--- config.mk ---
export PLATFORM = sky130hd
export DESIGN_NAME = tpc_front
export DESIGN_NICKNAME = d
export VERILOG_FILES = /design/src/rtl/core/tpc_pkg.sv /design/src/rtl/core/tpc_front.sv
export SDC_FILE = /design/constraint.sdc
export NUM_CORES = 1
export LEC_CHECK = 0
export BUFFER_PORTS_ARGS = -buffer_cell sky130_fd_sc_hd__buf_2
export CAP_MARGIN = 0
export CORE_MARGIN = 2
export CORE_UTILIZATION = 35
export CTS_CLUSTER_SIZE = 25
export DETAILED_ROUTE_END_ITERATION = 7
export SKIP_CTS_REPAIR_TIMING = 1
export SLEW_MARGIN = 30
export SYNTH_ARGS = -nofsm -noshare
export SYNTH_HDL_FRONTEND = slang
export SYNTH_SLANG_ARGS = --single-unit
--- constraint.sdc ---
create_clock -name clk_i -period 4.4 [get_ports clk_i]
set_input_delay 0.22 -clock clk_i [delete_from_list [all_inputs] [get_ports clk_i]]
set_output_delay 0.22 -clock clk_i [all_outputs]
set_load 0.005 [all_outputs]
--- src/rtl/core/tpc_pkg.sv ---
`default_nettype none
// ----------------------------------------------------------------------------
// tpc_pkg
// Shared types, register indexes and constants of the time payload decoder.
// ----------------------------------------------------------------------------
package tpc_pkg;

  typedef enum logic [1:0] {
    FMT_NONE  = 2'd0,
    FMT_FULL  = 2'd1,
    FMT_SHORT = 2'd2,
    FMT_EPOCH = 2'd3
  } fmt_e;

  typedef enum logic [0:0] {
    CFG_ZONE    = 1'd0,
    CFG_CENTURY = 1'd1
  } cfg_idx_e;

  localparam int unsigned CFG_IDX_W  = 1;
  localparam int unsigned CFG_DATA_W = 16;

  localparam logic [15:0] ZONE_RESET    = 16'd28800;
  localparam logic [15:0] CENTURY_RESET = 16'd2000;
  localparam logic [31:0] SWAP_LIMIT    = 32'd1000000000;

  localparam int unsigned QUEUE_DEPTH = 2;

  typedef struct packed {
    logic [15:0] year;
    logic [7:0]  month;
    logic [7:0]  day;
    logic [7:0]  weekday;
    logic [7:0]  hours;
    logic [7:0]  minutes;
    logic [7:0]  seconds;
  } cal_t;

  typedef struct packed {
    logic        vld_res;
    fmt_e        fmt;
    logic [31:0] ts;
    cal_t        cal;
  } item_t;

  // (153 * mp + 2) / 5, days before the month counted from March
  function automatic logic [8:0] month_start(input logic [3:0] mp);
    logic [8:0] r;
    case (mp)
      4'd0:    r = 9'd0;
      4'd1:    r = 9'd31;
      4'd2:    r = 9'd61;
      4'd3:    r = 9'd92;
      4'd4:    r = 9'd122;
      4'd5:    r = 9'd153;
      4'd6:    r = 9'd184;
      4'd7:    r = 9'd214;
      4'd8:    r = 9'd245;
      4'd9:    r = 9'd275;
      4'd10:   r = 9'd306;
      4'd11:   r = 9'd337;
      default: r = 9'd0;
    endcase
    return r;
  endfunction

endpackage
`default_nettype wire

--- src/rtl/core/tpc_front.sv ---
`default_nettype none
// ----------------------------------------------------------------------------
// tpc_front
// Holds the configuration registers, accepts payloads and classifies them by
// length; byte formats are unpacked here, epoch stamps are ordered and offset.
// ----------------------------------------------------------------------------
module tpc_front (
  input  logic                           clk_i,
  input  logic                           rst_ni,
  input  logic                           cfg_we_i,
  input  logic [tpc_pkg::CFG_IDX_W-1:0]  cfg_idx_i,
  input  logic [tpc_pkg::CFG_DATA_W-1:0] cfg_wdata_i,
  input  logic                           in_valid_i,
  output logic                           in_ready_o,
  input  logic [63:0]                    payload_i,
  input  logic [3:0]                     length_i,
  input  logic                           q_full_i,
  output logic                           push_o,
  output tpc_pkg::item_t                 item_o
);
  import tpc_pkg::*;

  logic [15:0] zone_q, zone_d;
  logic [15:0] cent_q, cent_d;
  logic [7:0]  b [8];
  logic [31:0] le, be;

  always_comb begin
    zone_d = zone_q;
    cent_d = cent_q;
    if (cfg_we_i) begin
      case (cfg_idx_i)
        CFG_ZONE:    zone_d = cfg_wdata_i;
        CFG_CENTURY: cent_d = cfg_wdata_i;
        default: ;
      endcase
    end
  end

  always_ff @(posedge clk_i or negedge rst_ni) begin
    if (!rst_ni) begin
      zone_q <= ZONE_RESET;
      cent_q <= CENTURY_RESET;
    end else begin
      zone_q <= zone_d;
      cent_q <= cent_d;
    end
  end

  for (genvar i = 0; i < 8; i++) begin : g_byte
    assign b[i] = payload_i[8*i +: 8];
  end

  assign le = {b[3], b[2], b[1], b[0]};
  assign be = {b[0], b[1], b[2], b[3]};

  assign in_ready_o = !q_full_i;
  assign push_o     = in_valid_i && !q_full_i;

  always_comb begin
    item_o = '0;
    if (length_i >= 4'd8) begin
      item_o.vld_res     = 1'b1;
      item_o.fmt         = FMT_FULL;
      item_o.cal.year    = {b[0], b[1]};
      item_o.cal.month   = b[2];
      item_o.cal.day     = b[3];
      item_o.cal.hours   = b[4];
      item_o.cal.minutes = b[5];
      item_o.cal.seconds = b[6];
      item_o.cal.weekday = b[7];
    end else if (length_i == 4'd7) begin
      item_o.vld_res     = 1'b1;
      item_o.fmt         = FMT_SHORT;
      item_o.cal.year    = cent_q + {8'd0, b[0]};
      item_o.cal.month   = b[1];
      item_o.cal.day     = b[2];
      item_o.cal.hours   = b[3];
      item_o.cal.minutes = b[4];
      item_o.cal.seconds = b[5];
      item_o.cal.weekday = b[6];
    end else if (length_i == 4'd4) begin
      item_o.vld_res = 1'b1;
      item_o.fmt     = FMT_EPOCH;
      item_o.ts      = ((le < SWAP_LIMIT) ? be : le) + {16'd0, zone_q};
    end
  end

endmodule
`default_nettype wire

After elaboration in Yosys (flattened, before gate mapping):

Index checks and enable logic that the tools add are counted.

* shift operators: 0
* equal/unequal tests: 2
* order comparisons: 2
* $add $sub $neg: 2
* divide/modulo/power cells: 0
* bitwise gates (word level): 1
* mux-type cells: 8
* multipliers: 0
* reductions and logical operators: 4

Operators with widths (count)
* 64-bit two-way mux: 2
* 32-bit two-way mux: 3
* 35-bit two-way mux: 1
* 32-bit by 16-bit adder with 32-bit output: 1
* 32-bit by 30-bit less-than comparator with 1-bit output, second input constant: 1
* 16-bit by 8-bit adder with 16-bit output: 1
* 4-bit by 3-bit == test with 1-bit output, second input constant: 2
* 3-bit two-way mux: 2
* 4-bit >= comparator, second input constant: 1
* 2-bit AND reduction: 2
* 1-bit logical AND: 1
* 1-bit logical NOT: 1
* 1-bit NOT: 1

* memory bits (writable): 0
* output and inout port bits: 101
* ROM bits: 0
* memories: 0
* bits in registers: 32
* input bits: 90
* word-level logic and storage cells: 21
* bits in latches: 0

Longest topological paths before layout:

Gate-level depths: netlist of run 1.

* word-level depth: 6
* mapped depth: 20
* gate-level depth less buffers: 16

Worst setup path before layout of run 1:

No wires, ideal clock.

* kind: input port to output port
* start point: in payload_i[17]
* end point: out item_o[95] (netlist name)
* data required time: 4180 ps
* setup slack: 505 ps
* buffers on the path: 4
* arrival: 3675 ps
* stages: 19
* path through: buf_4 > or3b_1 > a211oi_2 > o21ai_2 > nand2_2 > buf_4 > buf_2 > buf_2 > nand2_1 > nand2_1 > ha_1 > a211oi_1 > o21ai_0 > o21ai_0 > a21oi_1 > a311o_2 > nand3b_4 > nor3_1 > nor3b_2

RTL lines
* start: declaration: RTL line tpc_front.sv:15 `input logic [63:0] payload_i,`
* end: declaration: RTL line tpc_front.sv:19 `output tpc_pkg::item_t item_o`

==> flow_summary.ini, run 1 <==
[power_and_ir_drop]
total_power_w = 0.00151
p_leak_nw = 2.80
vdd_drop_max_v = 0.000318
powerDensity_nw_per_um2 = 270

[clock_tree]
clkTransAtPathRegs_ps = 50
cts_tree = yes
cts_buffer_depth = 2
clock-sinks = 32
root_buffer = clkbuf_16
cts_buffers = 5
htree_levels = 2
clock_latency_ps = 270

[finish]
area_growth_pct = 29.5
fin_nets = 815
post-route-cell-area_sq_um = 5570
regArea_sq_um = 813
n_antenna_cell = 0
multi_input_area_sq_um = 3300
nFillCells = 1170
layout_common_cells = 190 x buf_2, 65 x a22o_1, 60 x nand2_1
drive_above_1_share_pct = 40.7
final_common_cell = buf_2

[yosys]
yosysWarnings = 0
synth_area_per_cell_sq_um = 8.26
synth_cells = 521
synth_top_area_share_pct = 13.2
netlist.top_cell.by_area = a22o_1
syn_area_sq_um = 4300
synth_area_leaders = a22o_1 13%, dfrtp_1 13%, mux2_2 8.4%
ys_seq_area_share_pct = 18.9
syn_nets = 641
ys_types = 64
synth-seq-cells = 32

[timing]
holdWs_ps = -10.2
rsz0062_at_grt = false
slew_headroom_pct = 42.3
fmax_mhz = 248
hold_violations = 9
clock_skew_ps = 0
slew_violations = 0
layout_setup_ws_ps = 363
period_needed_ps = 4040
period_share_pct = 91.8
tightestPinTransition_ps = 864
fin_tns_setup_ps = 0
setup_viol = 0

[die]
initial_core_util_pct = 35.8
fp-row-count = 40
num_io_pins = 191
die_h_um = 115
fp.dieW_um = 115
core_area_sq_um = 12000
dieArea_sq_um = 13200

[worst_setup_path]
r2r-start = cent_q[8]
required_ps = 4180
cp-end-kind = primary output
worstPathMaxFanout = 28
arrival_ps = 3820
crit_path_start_kind = primary input
startpoint = payload_i[17]
reg2regPathDepth = 1
critPathKind = primary input to primary output

[detailed_routing]
wl_met3_um = 1070
wl_met2_um = 8340
drt-met1-wl_um = 7120
drc = 0
via_per_inst = 5.74
postRouteAntennaNets = 0
drtIter0Drc = 289
firstDrtPassIters = 4
num_vias = 4843
top_layer_used = met4
avgRoutedWirePerCell_um = 20.1
finalWirelength_um = 16900

[global_routing]
grt_usage_pct = 24.6
grt_pass1_vias = 4686
grt_max_degree = 68
grt_pass1_wl_um = 25200
antenna_found_initial = 0
grt_overflow = 0

[place]
gp_congestion = 0.930
dpl_cell_area_sq_um = 5390
dp_slack_ps = 258
post-dp-hpwl_um = 13500
port_buffers = 190

[flow_run]
drv_cap = 0

[status]
violations = negative hold slack
status = finished with violations

[min_path]
hold_path_class = primary input to asynchronous set/reset pin
==> power breakdown <==
part	total, W	switching, W	leakage, nW	internal, W
combinational	0.000727	0.000399	2.36	0.000328
clock	0.000387	0.000122	0.0798	0.000265
sequential	0.000391	0.0000414	0.363	0.000349
==> final timing paths <==
kind / end / slack [ps]
worst max register to register: cent_q[8] / 3550
min in group clk_i: zone_q[10] / 190
worst max-delay path: item_o[91] / 360
worst min register to register: cent_q[0] / 510
worst min-delay path: cent_q[14] / -10
max in group asynchronous: cent_q[1] / 3950
==> routing by layer <==
metal | track usage [%] | up-vias
li1 | - | 2282
met1 | 30.8 | 2311
met2 | 44.5 | 227
met3 | 2.53 | 23
met4 | 7.55 | 0
met5 | 0 | -
==> synthesized netlist by cell type, drive strengths merged <==
cell type and instances:
mux2i 9, a31oi 4, mux2 32, a41oi 2, o22ai 4, o21ai 19, a21o 10, o211ai 2
nor4b 1, nand3b 1, nor3b 4, a22o 65, a21oi 29, ha 28, nor3 14, nor2b 4
dfrtp 22, dfstp 10, nand4 8, xnor2 25, clkbuf 24, nand3 19, a211oi 5, o211a 1
and2 7, or3 2, or3b 1, inv 7, nor2 34, and4 1, a31o 2, o22a 1
a21boi 1, xor2 15, a311o 2, buf 16, a32oi 1, fa 2, nand2b 5, nand2 61
o31ai 4, nor4 3, nand4b 1, o21bai 3, and3 10
==> cell families after synthesis <==
group	count (synthesis)	synth area share [%]
AO/OA/AOI/OAI	155	27.4
XOR/XNOR	40	8.14
adder cells (fa/ha/maj)	30	9.07
buffers and inverters	47	4.83
flip-flops	32	18.9
multiplexers	41	10.5
AND/OR/NAND/NOR	176	21.2
==> area by class of cell <==
class                   instances  share of cell area, %
repair buffers                207                   19.3
multi-input cells             442                   59.3
flip-flops and latches         32                   14.6
well taps                     147                   3.30
inverters                       7                  0.471
clock inverters                 3                  0.763
clock buffers                   5                   2.24
==> critical path: stages <==
cell and delay (ps):
buf_2 170, or3b_1 370, a211oi_2 240, o21ai_2 160, and2_4 300, nand2_1 100, nand2_1 90, ha_1 310
a211oi_1 230, o21ai_1 150, o21ai_1 240, a21oi_1 150, a311o_2 510, nand3b_4 140, nor3_1 60, nor3b_2 200
buf_2 140
==> sequential cells by signal, indices dropped and copies added (netlist names) <==
signal and flops:
cent_q 16, zone_q 16
==> stage by stage <==
| stage | std cells | util (%) |
|---|---|---|
| 3_3_place_gp | 835 | 44.9 |
| 4_1_cts | 843 | 46.3 |
| 2_1_floorplan | 521 | - |
| 6_report | 843 | 46.4 |
| 3_5_place_dp | 835 | 44.9 |
| 5_1_grt | 843 | 46.4 |
Note: power is estimated with default switching activity, not from simulation.
==> run 2: changes to the inputs <==
--- a/config.mk
+++ b/config.mk
@@ -9,6 +9,7 @@
 export CAP_MARGIN = 0
 export CORE_MARGIN = 2
 export CORE_UTILIZATION = 35
+export CTS_BUF_LIST = sky130_fd_sc_hd__clkbuf_8
 export CTS_CLUSTER_SIZE = 25
 export DETAILED_ROUTE_END_ITERATION = 7
 export SKIP_CTS_REPAIR_TIMING = 1
==> run 2 against run 1 <==
- largest power group unchanged
- critical path type unchanged
- largest cell class unchanged
- core utilization is 0.47 points lower
- final area is 1.0% lower
- die area stayed put
- clock power is 28% lower
- flip-flop and latch count stayed put
- highest routed layer unchanged
- register-to-register slack hardly changed
- the run still ends with negative hold slack left
- non-clock buffer count stayed put
==> flow_summary.ini, run 2 (synthesis results as in run 1) <==
[global_routing]
antenna_found_initial = 0
grt_pass1_wl_um = 25200
grt_overflow = 0
grt_max_degree = 68
grt_usage_pct = 24.6
grt_pass1_vias = 4696

[power_and_ir_drop]
p_comb_share_pct = 52.1
p_leak_nw = 2.77
clockPowerShare_pct = 19.9
powerDensity_nw_per_um2 = 253
vdd_drop_max_v = 0.000257
netSwitchingPower_w = 0.000549
sw_frac_of_total_pct = 39.4
p_int_w = 0.000844
power_frac_seq_pct = 28.0

[die]
num_io_pins = 191
core_area_sq_um = 12000
fp.dieW_um = 115
initial_core_util_pct = 35.8
fp-row-count = 40
dieArea_sq_um = 13200
die_h_um = 115

[timing]
tightestPinTransition_ps = 868
slew_violations = 0
rsz0062_at_grt = false
period_needed_ps = 4020
setup_viol = 0
fin_tns_setup_ps = 0
period_share_pct = 91.3
layout_setup_ws_ps = 383
hold_violations = 22
holdWs_ps = -26.8
slew_headroom_pct = 42.0
clock_skew_ps = 0
fmax_mhz = 249

[flow_run]
drv_cap = 0

[worst_setup_path]
required_ps = 4180
worstPathMaxFanout = 28
arrival_ps = 3800
cp-end-kind = primary output
crit_path_start_kind = primary input
critPathKind = primary input to primary output

[clock_tree]
root_buffer = clkbuf_8
htree_levels = 2
cts_tree = yes
clkTransAtPathRegs_ps = 70
clock_latency_ps = 280
clock-sinks = 32
cts_buffer_depth = 2
cts_buffers = 5

[detailed_routing]
postRouteAntennaNets = 0
num_vias = 4852
avgRoutedWirePerCell_um = 20.0
drc = 0
finalWirelength_um = 16900
via_per_inst = 5.76
drtIter0Drc = 242
firstDrtPassIters = 5

[finish]
final_common_cell = buf_2
fin_nets = 815
area_growth_pct = 28.2
nFillCells = 1178
top_regs = cent_q: 16 flops, zone_q: 16 flops
n_antenna_cell = 0
layout_common_cells = 190 x buf_2, 65 x a22o_1, 60 x nand2_1
post-route-cell-area_sq_um = 5520
drive_above_1_share_pct = 40.7

[status]
violations = negative hold slack
status = finished with violations

[place]
gp_congestion = 0.930
dp_slack_ps = 258
port_buffers = 190
dpl_cell_area_sq_um = 5390
post-dp-hpwl_um = 13500

[min_path]
hold_path_class = primary input to asynchronous set/reset pin
## run 2: layer usage
layer	GRT usage, %	wire length (um)	up-vias	part of all wire [%]
met5	0	0	-	0
met4	7.31	413	0	2.4
met3	2.53	1080	27	6.4
met2	44.6	8300	221	49
met1	30.7	7080	2317	42
li1	-	-	2287	-
## run 2: area by class of cell
cell class              count  area, sq um  share of cell area [%]
clock inverters             3         42.5                   0.771
clock buffers               5         68.8                    1.25
multi-input cells         442         3300                    59.9
repair buffers            207         1080                    19.5
well taps                 147          184                    3.33
flip-flops and latches     32          813                    14.7
inverters                   7         26.3                   0.476
## run 2: path summary, 6_finish.rpt
kind	depth (start not counted)	end	from	slack, ps
max reg2reg	1	cent_q[8]	cent_q[8]	3550
min reg2reg	1	cent_q[0]	cent_q[0]	520
max in group asynchronous	1	cent_q[1]	rst_ni	3970
min	1	cent_q[12]	rst_ni	-30
max	18	item_o[92]	payload_i[19]	380
min in group clk_i	2	zone_q[10]	cfg_wdata_i[10]	180
## run 2: power groups by stage
stage | Combinational (W) | Clock [W] | Sequential (W)
finish | 0.000726 | 0.000277 | 0.000390
global route | 0.000800 | 0.000292 | 0.000396
CTS | 0.000721 | 0.000283 | 0.000390
detailed placement | 0.000716 | 0 | 0.000395
global placement | 0.000707 | 0 | 0.000391
floorplan | 0.000485 | 0 | 0.000376
## run 2: metrics by stage
stage	util (%)	total power (W)	std cells	hold WS [ps]
final	45.9	0.00139	843	-26.8
after global routing	45.9	0.00149	843	22.2
after CTS	45.8	0.00139	843	5.85
after detailed placement	44.9	0.00111	835	313
after global placement	44.9	0.00110	835	303
after floorplan	-	0.000861	521	-75.6
## run 2: critical path, cell delays in order
cell and delay, ps:
buf_2 190, nand2_1 160, o21ai_1 120, o21ai_2 350
and2_4 420, nand2_1 100, nand2_1 70, ha_1 210
fa_1 240, nand3_1 90, nand2_1 150, a21oi_2 110
o31ai_1 270, nand2_1 300, nor4_1 400, xor2_1 190
nor2_1 50, buf_2 150
