**src/rtl/core/tpc_pkg.sv**
```systemverilog
`default_nettype none
// ----------------------------------------------------------------------------
// tpc_pkg
// Shared types, register indexes and constants of the time payload decoder.
// ----------------------------------------------------------------------------
package tpc_pkg;

  typedef enum logic [1:0] {
    FMT_NONE  = 2'd0,
    FMT_FULL  = 2'd1,
    FMT_SHORT = 2'd2,
    FMT_EPOCH = 2'd3
  } fmt_e;

  typedef enum logic [0:0] {
    CFG_ZONE    = 1'd0,
    CFG_CENTURY = 1'd1
  } cfg_idx_e;

  localparam int unsigned CFG_IDX_W  = 1;
  localparam int unsigned CFG_DATA_W = 16;

  localparam logic [15:0] ZONE_RESET    = 16'd28800;
  localparam logic [15:0] CENTURY_RESET = 16'd2000;
  localparam logic [31:0] SWAP_LIMIT    = 32'd1000000000;

  localparam int unsigned QUEUE_DEPTH = 2;

  typedef struct packed {
    logic [15:0] year;
    logic [7:0]  month;
    logic [7:0]  day;
    logic [7:0]  weekday;
    logic [7:0]  hours;
    logic [7:0]  minutes;
    logic [7:0]  seconds;
  } cal_t;

  typedef struct packed {
    logic        vld_res;
    fmt_e        fmt;
    logic [31:0] ts;
    cal_t        cal;
  } item_t;

  // (153 * mp + 2) / 5, days before the month counted from March
  function automatic logic [8:0] month_start(input logic [3:0] mp);
    logic [8:0] r;
    case (mp)
      4'd0:    r = 9'd0;
      4'd1:    r = 9'd31;
      4'd2:    r = 9'd61;
      4'd3:    r = 9'd92;
      4'd4:    r = 9'd122;
      4'd5:    r = 9'd153;
      4'd6:    r = 9'd184;
      4'd7:    r = 9'd214;
      4'd8:    r = 9'd245;
      4'd9:    r = 9'd275;
      4'd10:   r = 9'd306;
      4'd11:   r = 9'd337;
      default: r = 9'd0;
    endcase
    return r;
  endfunction

endpackage
`default_nettype wire

```
**src/rtl/core/tpc_back.sv**
```systemverilog
`default_nettype none
// ----------------------------------------------------------------------------
// tpc_back
// Ten-stage civil date pipeline; byte formats ride along unchanged. The last
// stage is the output register. Divides by constants use reciprocal products.
// ----------------------------------------------------------------------------
module tpc_back (
  input  logic           clk_i,
  input  logic           rst_ni,
  input  logic           q_valid_i,
  input  tpc_pkg::item_t q_item_i,
  output logic           q_pop_o,
  output logic           out_valid_o,
  input  logic           out_ready_i,
  output logic           vld_res_o,
  output tpc_pkg::fmt_e  fmt_o,
  output tpc_pkg::cal_t  cal_o
);
  import tpc_pkg::*;

  localparam int unsigned NST = 10;

  localparam logic [25:0] M_DAY  = 26'd50903317; // 2^35 / 675
  localparam logic [12:0] M_225  = 13'd4661;     // 2^20 / 225
  localparam logic [16:0] M_7    = 17'd74899;    // 2^19 / 7
  localparam logic [17:0] M_1460 = 18'd183860;   // 2^28 / 1460
  localparam logic [18:0] M_365  = 19'd367720;   // 2^27 / 365
  localparam logic [10:0] M_15   = 11'd1093;     // 2^14 / 15
  localparam logic [10:0] M_153  = 11'd1714;     // 2^18 / 153

  typedef struct packed {
    logic        vld_res;
    fmt_e        fmt;
    cal_t        cal;
    logic [31:0] t;
    logic [50:0] pd;
    logic [15:0] days;
    logic [16:0] rem;
    logic [2:0]  era;
    logic [17:0] doe;
    logic [25:0] ph;
    logic [32:0] pw;
    logic [35:0] p1460;
    logic [2:0]  c4;
    logic        f;
    logic [4:0]  hours;
    logic [12:0] wq;
    logic [17:0] a;
    logic [11:0] r2;
    logic [2:0]  wd;
    logic [36:0] pa;
    logic [20:0] pm;
    logic [8:0]  yoe;
    logic [5:0]  minutes;
    logic [8:0]  doy;
    logic [11:0] y;
    logic [5:0]  sec;
    logic [21:0] pmp;
  } pl_t;

  pl_t  st_q [NST];
  pl_t  nx   [NST];
  logic vld_q [NST];
  logic en;

  assign en          = !vld_q[NST-1] || out_ready_i;
  assign q_pop_o     = en && q_valid_i;
  assign out_valid_o = vld_q[NST-1];
  assign vld_res_o   = st_q[NST-1].vld_res;
  assign fmt_o       = st_q[NST-1].fmt;
  assign cal_o       = st_q[NST-1].cal;

  always_comb begin
    logic [19:0] z;
    logic [2:0]  era_l;
    logic [6:0]  q1460;
    logic [1:0]  yq;
    logic [10:0] x5;
    logic [3:0]  mp;
    logic [3:0]  mon;
    logic [4:0]  dd;
    logic [11:0] yfin;

    // days = (t >> 7) / 675
    nx[0]         = '0;
    nx[0].vld_res = q_item_i.vld_res;
    nx[0].fmt     = q_item_i.fmt;
    nx[0].cal     = q_item_i.cal;
    nx[0].t       = q_item_i.ts;
    nx[0].pd      = 51'(q_item_i.ts[31:7]) * 51'(M_DAY);

    nx[1]      = st_q[0];
    nx[1].days = st_q[0].pd[50:35];

    // second of day, era and day of era
    nx[2]     = st_q[1];
    nx[2].rem = 17'(st_q[1].t - 32'(st_q[1].days) * 32'd86400);
    z = 20'(st_q[1].days) + 20'd719468;
    if (z >= 20'd730485)      era_l = 3'd5;
    else if (z >= 20'd584388) era_l = 3'd4;
    else if (z >= 20'd438291) era_l = 3'd3;
    else if (z >= 20'd292194) era_l = 3'd2;
    else if (z >= 20'd146097) era_l = 3'd1;
    else                      era_l = 3'd0;
    nx[2].era = era_l;
    nx[2].doe = 18'(z - 20'(era_l) * 20'd146097);

    nx[3]       = st_q[2];
    nx[3].ph    = 26'(st_q[2].rem[16:4]) * 26'(M_225);
    nx[3].pw    = 33'(st_q[2].days + 16'd4) * 33'(M_7);
    nx[3].p1460 = 36'(st_q[2].doe) * 36'(M_1460);
    if (st_q[2].doe >= 18'd146096)      nx[3].c4 = 3'd4;
    else if (st_q[2].doe >= 18'd109572) nx[3].c4 = 3'd3;
    else if (st_q[2].doe >= 18'd73048)  nx[3].c4 = 3'd2;
    else if (st_q[2].doe >= 18'd36524)  nx[3].c4 = 3'd1;
    else                                nx[3].c4 = 3'd0;
    nx[3].f = (st_q[2].doe == 18'd146096);

    nx[4]       = st_q[3];
    nx[4].hours = st_q[3].ph[24:20];
    nx[4].wq    = st_q[3].pw[31:19];
    q1460       = st_q[3].p1460[34:28];
    nx[4].a     = st_q[3].doe - 18'(q1460) + 18'(st_q[3].c4) - 18'(st_q[3].f);

    nx[5]    = st_q[4];
    nx[5].r2 = 12'(st_q[4].rem - 17'(st_q[4].hours) * 17'd3600);
    nx[5].wd = 3'((st_q[4].days + 16'd4) - 16'(st_q[4].wq) * 16'd7);
    nx[5].pa = 37'(st_q[4].a) * 37'(M_365);

    nx[6]     = st_q[5];
    nx[6].pm  = 21'(st_q[5].r2[11:2]) * 21'(M_15);
    nx[6].yoe = st_q[5].pa[35:27];

    nx[7]         = st_q[6];
    nx[7].minutes = st_q[6].pm[19:14];
    if (st_q[6].yoe >= 9'd300)      yq = 2'd3;
    else if (st_q[6].yoe >= 9'd200) yq = 2'd2;
    else if (st_q[6].yoe >= 9'd100) yq = 2'd1;
    else                            yq = 2'd0;
    nx[7].doy = 9'(st_q[6].doe - (18'(st_q[6].yoe) * 18'd365
                + 18'(st_q[6].yoe[8:2]) - 18'(yq)));
    nx[7].y   = 12'(st_q[6].yoe) + 12'(st_q[6].era) * 12'd400;

    nx[8]     = st_q[7];
    nx[8].sec = 6'(st_q[7].r2 - 12'(st_q[7].minutes) * 12'd60);
    x5        = 11'(st_q[7].doy) * 11'd5 + 11'd2;
    nx[8].pmp = 22'(x5) * 22'(M_153);

    // month, day and year correction for January and February
    nx[9] = st_q[8];
    mp    = st_q[8].pmp[21:18];
    dd    = 5'(st_q[8].doy - month_start(mp) + 9'd1);
    mon   = (mp < 4'd10) ? mp + 4'd3 : mp - 4'd9;
    yfin  = st_q[8].y + ((mon <= 4'd2) ? 12'd1 : 12'd0);
    if (st_q[8].fmt == FMT_EPOCH) begin
      nx[9].cal.year    = 16'(yfin);
      nx[9].cal.month   = 8'(mon);
      nx[9].cal.day     = 8'(dd);
      nx[9].cal.weekday = 8'(st_q[8].wd);
      nx[9].cal.hours   = 8'(st_q[8].hours);
      nx[9].cal.minutes = 8'(st_q[8].minutes);
      nx[9].cal.seconds = 8'(st_q[8].sec);
    end
  end

  always_ff @(posedge clk_i or negedge rst_ni) begin
    if (!rst_ni) begin
      for (int k = 0; k < NST; k++) begin
        vld_q[k] <= 1'b0;
      end
    end else if (en) begin
      vld_q[0] <= q_valid_i;
      for (int k = 1; k < NST; k++) begin
        vld_q[k] <= vld_q[k-1];
      end
    end
  end

  always_ff @(posedge clk_i) begin
    if (en) begin
      for (int k = 0; k < NST; k++) begin
        st_q[k] <= nx[k];
      end
    end
  end

endmodule
`default_nettype wire

```
**config.mk**
```make
export PLATFORM = sky130hd
export DESIGN_NAME = tpc_back
export DESIGN_NICKNAME = d
export VERILOG_FILES = /design/src/rtl/core/tpc_pkg.sv /design/src/rtl/core/tpc_back.sv
export SDC_FILE = /design/constraint.sdc
export NUM_CORES = 2
export LEC_CHECK = 0
export ABC_CLOCK_PERIOD_IN_PS = 29600
export BUFFER_PORTS_ARGS = -buffer_cell sky130_fd_sc_hd__buf_2
export CELL_PAD_IN_SITES_DETAIL_PLACEMENT = 2
export CELL_PAD_IN_SITES_GLOBAL_PLACEMENT = 2
export CORE_MARGIN = 3
export CORE_UTILIZATION = 48
export CTS_BUF_LIST = sky130_fd_sc_hd__clkbuf_4 sky130_fd_sc_hd__clkbuf_8
export CTS_CLUSTER_DIAMETER = 200
export DETAILED_ROUTE_END_ITERATION = 10
export HOLD_SLACK_MARGIN = 0.12
export PLACE_DENSITY_LB_ADDON = 0.15
export SETUP_SLACK_MARGIN = 0.5
export SLEW_MARGIN = 40
export SYNTH_ARGS = -nofsm -noshare
export SYNTH_HDL_FRONTEND = slang
export SYNTH_MEMORY_MAX_BITS = 65536
export SYNTH_SLANG_ARGS = --single-unit
export TNS_END_PERCENT = 10
```
**constraint.sdc**
```tcl
create_clock -name clk_i -period 29.6 [get_ports clk_i]
set_input_delay 1.48 -clock clk_i [delete_from_list [all_inputs] [get_ports clk_i]]
set_output_delay 1.48 -clock clk_i [all_outputs]
set_load 0.05 [all_outputs]
```
* Word level (Yosys, flattened, before mapping)
Memory sizes are Yosys's and may differ from the RTL's.
Index checks and enable logic that the tools add are counted.
** Operators by class
- Add/sub/neg operators :: 21
- Multiply operators :: 15
- Divide/modulo/power cells :: 0
- $lt $le $gt $ge :: 14
- Equality and inequality tests :: 2
- Shift-type cells :: 0
- Multiplexer cells :: 17
- Bitwise gates (word level) :: 0
- Reduce and logical (&&, ||, !) cells :: 3
** Operators with widths (number)
- 18-bit by 16-bit multiplier with 34-bit output, second input constant :: 2
- 64-bit 2-to-1 mux :: 1
- 25-bit by 26-bit multiplier with 51-bit output, second input constant :: 1
- 20-bit by 19-bit greater-or-equal comparator with 1-bit output, second input constant :: 2
- 20-bit greater-or-equal comparator, second input constant :: 2
- 18-bit by 17-bit greater-or-equal comparator with 1-bit output, second input constant :: 2
- 17-bit by 17-bit multiplier with 33-bit output, second input constant :: 1
- 13-bit by 13-bit multiplier with 26-bit output, second input constant :: 1
- 10-bit by 11-bit multiplier with 21-bit output, second input constant :: 1
- 11-bit by 10-bit multiplier with 21-bit output, second input constant :: 1
- 16-bit by 20-bit adder with 20-bit output, second input constant :: 1
- 20-bit by 18-bit greater-or-equal comparator with 1-bit output, second input constant :: 1
- 18-bit by 3-bit adder with 18-bit output :: 1
- 18-bit equality test, second input constant :: 1
- 18-bit by 16-bit greater-or-equal comparator with 1-bit output, second input constant :: 1
- 18-bit greater-or-equal comparator, second input constant :: 1
- 3-bit by 18-bit multiplier with 18-bit output, second input constant :: 1
- 18-bit by 1-bit subtractor with 18-bit output :: 1
- 18-bit subtractor :: 1
- 18-bit by 7-bit subtractor with 18-bit output :: 1
- 16-bit by 3-bit adder with 17-bit output, second input constant :: 1
- 17-bit subtractor :: 1
- 16-bit by 10-bit multiplier with 10-bit output, second input constant :: 1
- 13-bit by 3-bit multiplier with 3-bit output, second input constant :: 1
- 32 further kinds :: 44
** Storage, ports and cells
- Register bits after elaboration :: 10
- Latch bits :: 0
- RAM bits :: 4760
- Bits in read-only memories :: 144
- Bits of input ports :: 103
- Memories :: 2
** Memory list
- st_q :: words 10, width 476, rd ports 10, clocked after memory_dff 0, wr ports 10, RTL line tpc_back.sv:61 : pl_t st_q [NST];
- (no name shown) :: words 16, width 9, rd ports 1, clocked after memory_dff 0, wr ports 0, RTL line tpc_pkg.sv:49 : case (mp)

* Longest topological paths before layout
An unclocked memory read counts as a cell.
- Depth in word-level cells :: 10
- Gate-level depth with buffers :: 27
- Mapped depth without buffers :: 27

* Worst setup path before layout
OpenSTA, ideal clock, no wires.
- Kind :: input -> register
- Start :: input out_ready_i
- End :: memory st_q[0][361] in the netlist's numbering, enable pin
- Library setup time :: 1385 ps
- Arrival time :: 21924 ps
- Required time :: 28215 ps
- Setup slack :: 6290 ps
- Stages :: 3
- Buffers on the path :: 1
- Cells stage by stage :: nor2b_1 clkbuf_1 inv_1
** RTL lines
- start, declared :: RTL line tpc_back.sv:14 : input logic out_ready_i,
- end, declared :: RTL line tpc_back.sv:61

==> results by group <==
Global routing
  – Initial antenna violation count: 11
  – Vias in the first global route: 46,500
  – Met3 GRT Util: 0.0563
  – Most Used Layer, Global Route: met2
  – Largest net degree at the start of global routing: 167
  – Routing usage on met1: 0.366
  – Total GRT Usage: 0.319
  – Grt total ovfl: 0
  – Grt met2 use: 0.576
  – Global-route wire length before repair: 327 mm

Synthesis
  – Synth cell count leaders: ha_1 (1,074), edfxtp_1 (1,052), inv_1 (1,020), fa_1 (537), xnor2_1 (136)
  – Syn_nets: 6,420
  – FFs w/ async S/R, synth: 0.00942
  – Yosys top cell by area: edfxtp_1
  – Yosys warning count: 0
  – Syn avg cell area: 14.1 um2
  – Cell variety after synth: 74
  – Post-Syn Instances: 4,706
  – Yosys reg bits: 1,062
  – Seq/Total Area, Yosys: 0.479
  – Number of synthesized flops with an enable pin: 1,052
  – Most frequent cell after synthesis: ha_1
  – Synth Cell Area: 66,500 um2
  – Synth area leaders: edfxtp_1 (47%), ha_1 (20%), fa_1 (16%)
  – Yosys top cell area share: 0.475
  – Main flop type after synthesis: edfxtp_1

STA
  – Min cycle time layout: 9.72 ns
  – # setup viols final: 0
  – Slew headroom: 0.358
  – Max-slew violation count: 0
  – Setup TNS Final: 0 ns
  – RSZ-0062 raised after global routing: no
  – Clk_skew: 0.0618 ns
  – Max Fclk: 103 MHz
  – Worst-margin pin slew: 0.963 ns
  – Period utilization: 0.329
  – Hold Vio Cnt, Final: 0

Worst hold path
  – HP Class: register to register

Critical path
  – Startpoint types: register
  – Crit. End Element: register
  – Data required time of the critical path: 30.27 ns
  – Crit path kind: register to register
  – Arrival @ worst endpoint: 10.40 ns
  – Largest fanout on the critical path: 6

Placement
  – Port Buffers: 171
  – GPL Wtd Cong: 0.892
  – Final HPWL from detailed placement: 153 mm

Drt
  – Via density: 5.90
  – Vias: 41,200
  – WL/cell: 35.5 um
  – 1st-iter DRT viols: 4,227
  – Post-Route WL: 248 mm
  – Routed Antenna Nets: 0
  – DRC: 0
  – Detailed Routing Iterations Pass 1: 5

Clocking
  – Clock Tree Buf Depth: 3
  – Clk pin slew, worst setup/hold paths: 0.13 ns
  – CTS tree: yes
  – Post-cts hold buffer count: 0
  – Postcts setup bufs: 0
  – Htree depth: 4
  – Worst-skew pair later-pin latency: 0.97 ns
  – Cts bufs inserted: 177
  – Post-CTS Resized: 0
  – Clk sinks: 1,062
  – Clock root cell: clkbuf_8

Die
  – Rows: 135
  – Core area: 136,000 um2
  – Initial core utilization: 0.487
  – Die width: 378 um
  – Number of I/O pins: 172
  – Die ar.: 143,000 um2
  – Die Ht: 378 um

Final layout
  – Share of cells above drive strength 1: 0.101
  – Fillers: 12,500
  – Reg area: 31,800 um2
  – Layout Nets: 6,781
  – Area of the multi-input gates: 30,800 um2
  – Area grow syn2layout: 10.4%

Run
  – Maxcap violations: 0

Outcome
  – Status: complete, no violations
==> sequential cells by signal, summed over array words and instances (netlist names) <==
signal / cells
vld_q: 9
st_q: 1052
out_valid_o: 1
==> critical path: stages (launching register included) <==
cell,delay [ns]
edfxtp_1,0.58
ha_1,0.38
ha_1,0.36
a31oi_1,0.47
nor2b_1,0.20
o21a_1,0.29
o21a_1,0.27
o21ai_0,0.22
nand2b_1,0.21
a21oi_1,0.46
inv_1,0.14
a21oi_1,0.52
xnor2_2,0.38
ha_1,0.44
fa_1,0.50
fa_1,0.57
fa_1,0.55
ha_1,0.35
ha_1,0.37
nand3_1,0.19
o22ai_1,0.19
nor4_1,0.55
a21oi_1,0.28
a21oi_1,0.40
o21bai_1,0.18
a21oi_1,0.27
xnor2_1,0.14
==> placed cells by master, fill, tap and decap left out, types with 50 or more instances in the layout <==
cell type	Yosys	layout
nand2_1	81	80
xor2_1	70	69
ha_1	1074	1074
o21ai_0	86	86
a21o_1	56	56
inv_1	1020	1019
fa_1	537	537
a21oi_1	112	112
clkinv_1	0	50
xnor2_1	136	132
buf_2	1	172
clkbuf_8	0	180
edfxtp_1	1052	1052
nor2_1	74	73
==> metrics by stage <==
step	util	cells	cell area (um2)	worst slack (ns)	hold WS (ns)
2_1_floorplan	-	4706	66500	6.29	0.400
3_3_place_gp	0.511	6659	69700	21.54	0.400
3_5_place_dp	0.511	6661	69800	21.36	0.405
4_1_cts	0.537	6978	73300	20.47	0.373
5_1_grt	0.538	6987	73400	19.79	0.390
6_report	0.538	6992	73400	19.88	0.401
==> layer usage <==
metal	part of all wire	routed length, um
met5	0.00015	38
met4	0.063	15600
met3	0.061	15200
met2	0.51	127000
met1	0.36	90200
==> layout make-up <==
cell class,instances,area share
flip-flops and latches,1062,0.434
well taps,1781,0.0303
repair buffers,201,0.0170
inverters,1020,0.0523
multi-input cells,2605,0.419
clock inverters,92,0.00913
diodes,6,0.000204
clock buffers,225,0.0382
==> worst paths after layout <==
kind | from | end | slack, ns | cells after the start
max | st_q[7][41]$_DFFE_PN_ | st_q[8][21]$_DFFE_PN_ | 19.88 | 26
min | st_q[1][448]$_DFFE_PN_ | st_q[2][448]$_DFFE_PN_ | 0.40 | 0
max reg2reg | st_q[7][41]$_DFFE_PN_ | st_q[8][21]$_DFFE_PN_ | 19.88 | 26
min reg2reg | st_q[1][448]$_DFFE_PN_ | st_q[2][448]$_DFFE_PN_ | 0.40 | 0
max in group asynchronous | rst_ni | vld_q[5]$_DFFE_PN0N_ | 28.94 | 1
min in group asynchronous | rst_ni | vld_q[1]$_DFFE_PN0N_ | 0.41 | 1
==> cell families after synthesis <==
family,count (synthesis),share of synthesized area
buffers and inverters,1039,0.0590
adders and majority gates,1611,0.364
DFF,1062,0.479
and+or+nand+nor,355,0.0270
AOI/OAI and AO/OA,397,0.0384
xor gates and xnor gates,206,0.0271
muxes,36,0.00610
Power is left out: the tool's default activity adds up to more than one toggle a clock period on the data nets, which glitch-free logic cannot reach.
